--- src/hw/rtl/ddo_pkg.sv ---
`default_nettype none
package ddo_pkg;

  localparam int SineDepth = 1024;
  localparam int SineIdxW = $clog2(SineDepth);
  localparam int PosFracBits = 8;
  localparam int SpdW = 24;
  localparam logic [63:0] SinePiHalfQ30 = 64'd1686629713;

  typedef enum logic [1:0] {
    MODE_UPDATE = 2'd0,
    MODE_SET    = 2'd1,
    MODE_RESET  = 2'd2,
    MODE_HOLD   = 2'd3
  } mode_t;

  localparam logic [1:0] REG_ANGLE_GAIN = 2'd0;
  localparam logic [1:0] REG_LEFT_RATIO = 2'd1;
  localparam logic [1:0] REG_RIGHT_RATIO = 2'd2;

  typedef struct packed {
    logic [1:0]         mode;
    logic signed [31:0] ticks_right;
    logic signed [31:0] ticks_left;
    logic [31:0]        time_us;
    logic signed [31:0] new_x;
    logic signed [31:0] new_y;
    logic [15:0]        new_heading;
  } in_item_t;

  typedef struct packed {
    logic signed [31:0] pos_x;
    logic signed [31:0] pos_y;
    logic [15:0]        heading;
    logic signed [23:0] enc_speed_right;
    logic signed [23:0] enc_speed_left;
    logic signed [23:0] motor_speed_right;
    logic signed [23:0] motor_speed_left;
    logic signed [23:0] motor_acc_right;
    logic signed [23:0] motor_acc_left;
    logic               time_fault;
  } out_item_t;

  // divider handshake
  typedef struct packed {
    logic        start;
    logic        neg;
    logic [63:0] dividend;
    logic [31:0] divisor;
  } div_req_t;

  function automatic logic signed [23:0] sat24(input logic signed [63:0] v);
    if (v > 64'sd8388607) return 24'sh7FFFFF;
    else if (v < -64'sd8388608) return 24'sh800000;
    else return v[23:0];
  endfunction

  // shift-subtract division, only used to build the sine rom contents
  function automatic logic [63:0] const_udiv(input logic [63:0] n, input logic [63:0] d);
    logic [63:0] q, rm;
    q = '0;
    rm = '0;
    for (int b = 63; b >= 0; b--) begin
      rm = {rm[62:0], n[b]};
      if (rm >= d) begin
        rm = rm - d;
        q[b] = 1'b1;
      end
    end
    return q;
  endfunction

  // 16384 * sin(pi/2 * r / depth), fixed-point taylor series in q30
  function automatic logic signed [15:0] quarter_sine(input logic [63:0] r);
    logic [63:0] x, x2, term, pos, neg;
    x = (SinePiHalfQ30 * r) >> SineIdxW;
    x2 = (x * x) >> 30;
    term = x;
    pos = x;
    neg = '0;
    for (int k = 1; k <= 8; k++) begin
      term = const_udiv((term * x2) >> 30, 64'((2 * k) * (2 * k + 1)));
      if (k[0]) neg = neg + term;
      else pos = pos + term;
    end
    pos = (pos > neg) ? pos - neg : '0;
    return 16'((pos * 64'd16384 + 64'd536870912) >> 30);
  endfunction

  // full-turn table entry built from the quarter wave
  function automatic logic signed [15:0] sine_entry(input int i);
    logic [63:0] n, q, r;
    logic signed [15:0] v;
    n = 64'(i) << 2;
    q = n >> SineIdxW;
    r = n & 64'(SineDepth - 1);
    v = q[0] ? quarter_sine(64'(SineDepth) - r) : quarter_sine(r);
    return q[1] ? -v : v;
  endfunction

endpackage
`default_nettype wire

--- src/hw/rtl/ddo_div.sv ---
`default_nettype none
module ddo_div
  import ddo_pkg::*;
(
  input  wire logic        clk,
  input  wire logic        rst,
  input  wire div_req_t    req,
  output logic             done,
  output logic signed [63:0] quot
);
  // restoring divider, one quotient bit per cycle, truncates toward zero
  logic [63:0] q;
  logic [32:0] rem;
  logic [6:0]  cnt;
  logic        busy, neg;
  logic [31:0] dvs;
  logic [32:0] trial;

  assign trial = {rem[31:0], q[63]} - {1'b0, dvs};

  always_ff @(posedge clk) begin
    if (rst) begin
      busy <= 1'b0;
      done <= 1'b0;
    end else begin
      done <= 1'b0;
      if (req.start) begin
        busy <= 1'b1;
        cnt  <= 7'd0;
        q    <= req.dividend;
        rem  <= '0;
        dvs  <= req.divisor;
        neg  <= req.neg;
      end else if (busy) begin
        if (!trial[32]) begin
          rem <= trial;
          q   <= {q[62:0], 1'b1};
        end else begin
          rem <= {rem[31:0], q[63]};
          q   <= {q[62:0], 1'b0};
        end
        cnt <= cnt + 7'd1;
        if (cnt == 7'd63) begin
          busy <= 1'b0;
          done <= 1'b1;
        end
      end
    end
  end

  assign quot = neg ? -$signed(q) : $signed(q);
endmodule
`default_nettype wire

--- config.mk ---
export PLATFORM = sky130hd
export DESIGN_NAME = ddo_div
export DESIGN_NICKNAME = d
export VERILOG_FILES = /design/src/hw/rtl/ddo_pkg.sv /design/src/hw/rtl/ddo_div.sv
export SDC_FILE = /design/constraint.sdc
export NUM_CORES = 1
export LEC_CHECK = 0
export BUFFER_PORTS_ARGS = -buffer_cell sky130_fd_sc_hd__buf_2
export CAP_MARGIN = 5
export CORE_UTILIZATION = 57
export DETAILED_ROUTE_END_ITERATION = 8
export GPL_ROUTABILITY_DRIVEN = 0
export MAX_ROUTING_LAYER = met4
export PLACE_DENSITY = 0.8
export SYNTH_ARGS = -nofsm -noshare
export SYNTH_HDL_FRONTEND = slang
export SYNTH_SLANG_ARGS = --single-unit
--- constraint.sdc ---
create_clock -name clk -period 8.05 [get_ports clk]
set_input_delay 1.61 -clock clk [delete_from_list [all_inputs] [get_ports clk]]
set_output_delay 1.61 -clock clk [all_outputs]
set_load 0.05 [all_outputs]
Yosys cells after proc, flatten, opt, wreduce, memory -nomap -nowiden
Index checks and enable logic that the tools add are counted.
{ "totals": {"ff_bits": 138, "elab_cells": 28} }
{ "op_classes": {"add_sub_neg": 3, "eq_ne": 1, "n_mux": 11, "n_bitwise": 2, "reduce_logical": 4} }
{ "ops": {"columns": ["op", "count"], "rows": [
  ["64-bit two-way mux", 3],
  ["32-bit two-way mux", 2],
  ["64-bit negator", 1],
  ["33-bit by 32-bit subtractor with 33-bit output", 1],
  ["7-bit by 1-bit adder with 7-bit output, second input constant", 1],
  ["7-bit by 6-bit equality test with 1-bit output, second input constant", 1],
  ["7-bit two-way mux", 1],
  ["1-bit two-way mux", 5],
  ["2-bit AND reduction", 2],
  ["3-bit OR reduction", 1],
  ["1-bit NOT", 2],
  ["2-bit nonzero test", 1]
]} }

Longest topological paths before layout
{ "logic_depth": {"ltp_word": 4, "ltp_mapped": 12, "mapped_depth_nobuf": 11} }

Worst setup path before layout
Ideal clock, no wire load.
{ "synth_timing": {"kind": "input port to flip-flop", "startpoint": "input req[97] (netlist bit)", "endpoint": "register cnt[0] (enable)", "setup_ps": 567, "arrival_time_ps": 6596, "slack_ps": 887, "path_stages": 4, "n_path_buf": 2, "cell_sequence": "clkbuf_1 -> clkbuf_1 -> nor2_1 -> nor2_1"} }
{ "synth_between": {"elab_chain_cells": 2} }
{ "synth_lines": {"columns": ["element", "line_no", "source"], "rows": [
  ["from (decl)", "ddo_div.sv:7", "input wire div_req_t req,"],
  ["2-bit nonzero test (no source line)", null, null],
  ["2-bit AND reduction (no source line)", null, null],
  ["to (signal assigned)", "ddo_div.sv:42", "cnt <= cnt + 7'd1;"],
  ["to (decl)", "ddo_div.sv:14", "logic [6:0] cnt;"]
]} }
No other way between the ends.
A chain may end at the register's enable or synchronous reset.

Worst setup path in the final report
{ "layout_timing": {"startpoint": "register q[6]", "endpoint": "output quot[62]"} }
{ "layout_between": {"elab_chain_cells": 2} }
{ "layout_lines": {"columns": ["element", "line_no", "source"], "rows": [
  ["from (decl)", "ddo_div.sv:12", "logic [63:0] q;"],
  ["from (signal assigned)", "ddo_div.sv:30", "q <= req.dividend;"],
  ["from (signal assigned)", "ddo_div.sv:37", "q <= {q[62:0], 1'b1};"],
  ["from (signal assigned)", "ddo_div.sv:40", "q <= {q[62:0], 1'b0};"],
  ["64-bit negator", "ddo_div.sv:51", "assign quot = neg ? -$signed(q) : $signed(q);"],
  ["64-bit two-way mux", "ddo_div.sv:51", null],
  ["to (decl)", "ddo_div.sv:9", "output logic signed [63:0] quot"]
]} }
No other way between the ends.

==> results.txt <==
Total Power - 2420 uW
Synthesis-to-finish area growth - 18.2%
Setup crit end kind - output port
Tmin final - 5.32 ns
PwrDens - 230 mW/mm2
Post-place instance area - 0.00984 mm2
Global-route met2 utilization - 44.7%
Worst Hold Class - reg -> reg
CTS resizes - 0
H-tree depth - 4
Max-slew violation count - 0
Cell taking the most area after synthesis - edfxtp_1
Clock group share of total power - 34.5%
# DRC - 0
Share of cells above drive strength 1 - 28.3%
Grt peak-use layer - met2
Post-synth EDFFs - 136
Yosys reg bits - 138
Die area - 0.0161 mm2
Initial Util - 58.3%
WP data required - 6.44 ns
Met3 GRT Util - 7.38%
Post-placement cell count - 1162
Clock transition at path regs - 0.06 ns
Gr ovfl total - 0
Endpoints failing setup - 0
Clock buffer depth - 2
Logic gate share of total power - 27.9%
Critical-path cell list - or4_4, or3_1, nor3_2, nand2_2, or3_4, or4_4, o21ai_2, xnor2_1, buf_2
First-pass GRT wire length - 34.6 mm
Outcome - completed
Clock Skew - 0.0124 ns
Crit path max-delay family - simple AND/OR/NAND/NOR gates
CTS Buf Count - 17
Clk sinks - 138
Worst EP arrival - 3.71 ns
Slew margin rel. - 22.0%
Critical Path Max Stage Delay - 0.57 ns
Worst path buffer plus inverter count - 1
Core Util, Final - 69.0%
Synth warn - 0
Syn_area_per_cell - 10.6 um2
Seq pwr share - 37.6%
Part of the cycle the worst path needs - 66.1%
Max Freq - 0.188 GHz
Post-synth top area share - 46.1%
Setup Fix Bufs, Post-CTS - 0
Sequential area share after synthesis - 46.5%
Mapped Nets - 974
CP max stage cell - or4_4
Final hold viol count - 0
RSZ-0062 raised after global routing - no
Post-Route WL - 21.4 mm
Setup tns final - 0 ns
Die width - 127 um
Row count - 45
Largest net degree at the start of global routing - 78
Clk root buf - clkbuf_16
Via count - 7183
Fin area - 0.0105 mm2
First-pass DRT Iterations - 5
Net Sw Frac - 32.8%
PortBufs - 164
LEAKAGE - 0.00412 uW
Layout Cells excl Fill - 1200
Cts hold-fix bufs - 0
Switching power - 792 uW
Int Pwr - 1620 uW
Initial antenna violation count - 4
Crit Path Class - reg -> out
Worst-Margin Slew - 1.16 ns
Post-synth top flop - edfxtp_1
Crit-path max FO - 6
Hpwl dp - 14.9 mm
CP most frequent cell - or4_4
Core box area - 0.0152 mm2
Ranking of synthesized cells by area - edfxtp_1 46%, mux2_2 7.7%, xnor2_1 7.6%, ha_1 4.8%, o21ai_0 4.1%
CTS tree - built
Die H - 127 um
Number of global-route vias before repair - 7093
Clk_lat worst skew - 0.43 ns
Wire length per cell - 17.8 um
Startpoint types - flip-flop
Asr flop ratio synth - 0%
Mapped Area - 0.00887 mm2
Total GRT Usage - 28.3%
Global routing met1 resource utilization - 34.7%
Max cap viols - 0
# IOs - 165
Antenna Nets Post-Route - 0
Vias per cell - 5.99
VDD IR-drop max - 0.164 mV
Distinct cell type count after synthesis - 65
Mapped Cells - 839
Nets - 1128
Drt initial violations - 435
R2R setup slack - 4.11 ns
[logic make-up (layout without fill, tap and decap cells)]
group / after synthesis / in the layout / share of synthesized area [%]
compound gates: 219 / 219 / 15.2
xor+xnor: 86 / 86 / 8.50
fa+ha+maj: 35 / 35 / 5.02
buf+inv: 78 / 245 / 3.47
flops: 138 / 138 / 46.5
mux: 64 / 64 / 8.09
other cells: 0 / 6 / 0
simple gates: 219 / 219 / 13.2
[sequential cells by signal (all words and copies together), names as in the netlist]
signal,cells
busy,1
cnt,7
done,1
dvs,32
neg,1
q,64
rem,32
[per-stage QoR]
step                      setup WS [ns]  hold WS, ns
final                              2.73        0.494
after global routing               2.58        0.530
after CTS                          2.74        0.500
after detailed placement           3.21        0.488
after global placement             3.28        0.471
after floorplan                   0.887        0.460
[Yosys cell counts (20+ instances only)]
master / n
a21oi_1: 66
clkbuf_1: 28
edfxtp_1: 136
ha_1: 34
inv_1: 43
mux2_2: 61
nand2_1: 55
nand3_1: 28
nor2_1: 31
o21ai_0: 72
or3_1: 20
xnor2_1: 77
[layer usage]
layer / vias to the layer above / wire (um) / share of wire, %
met5: - / 0 / 0
met4: 0 / 641 / 3.0
met3: 44 / 1380 / 6.4
met2: 214 / 10100 / 47
met1: 3477 / 9300 / 43
li1: 3448 / - / -
[power by group through the flow]
stage | sequential [uW] | combinational, uW | clock, uW
6_report | 909 | 673 | 833
5_1_grt | 916 | 731 | 867
4_1_cts | 908 | 672 | 839
3_5_place_dp | 922 | 666 | 0
3_3_place_gp | 920 | 658 | 0
2_1_floorplan | 912 | 522 | 0
[final cells by class]
type	instances	area (um2)
antenna	6	15.0
clock buffer	18	429
clock inverter	14	195
fill	1203	4720
inverter	43	161
multi-input combinational	623	4450
sequential	138	4120
tap	188	235
timing repair buffer	170	868
[cell usage in the layout, fill, tap and decap left out, types with 9 or more instances in the layout]
cell type | Yosys | routed
ha_1 | 34 | 34
o21ai_0 | 72 | 72
nand2_1 | 55 | 55
a21oi_1 | 66 | 66
clkbuf_16 | 0 | 17
or3_1 | 20 | 20
inv_1 | 43 | 43
xnor2_1 | 77 | 77
edfxtp_1 | 136 | 136
nand3_1 | 28 | 28
nor2_1 | 31 | 30
a21o_1 | 15 | 15
xor2_1 | 9 | 9
nor3_1 | 18 | 17
o31ai_1 | 15 | 15
nand4_1 | 11 | 11
mux2_2 | 61 | 61
nand2b_1 | 11 | 11
buf_2 | 2 | 163
[final timing paths]
check        depth (start not counted)                 start               to
max reg2reg                         10  rem[7]$_SDFFCE_PP0P_   q[0]$_DFFE_PP_
max                                  9        q[6]$_DFFE_PP_         quot[62]
min reg2reg                          1       busy$_SDFF_PP0_  done$_SDFF_PP0_
min                                  1       busy$_SDFF_PP0_  done$_SDFF_PP0_
Note: power is estimated with default switching activity, not from simulation.
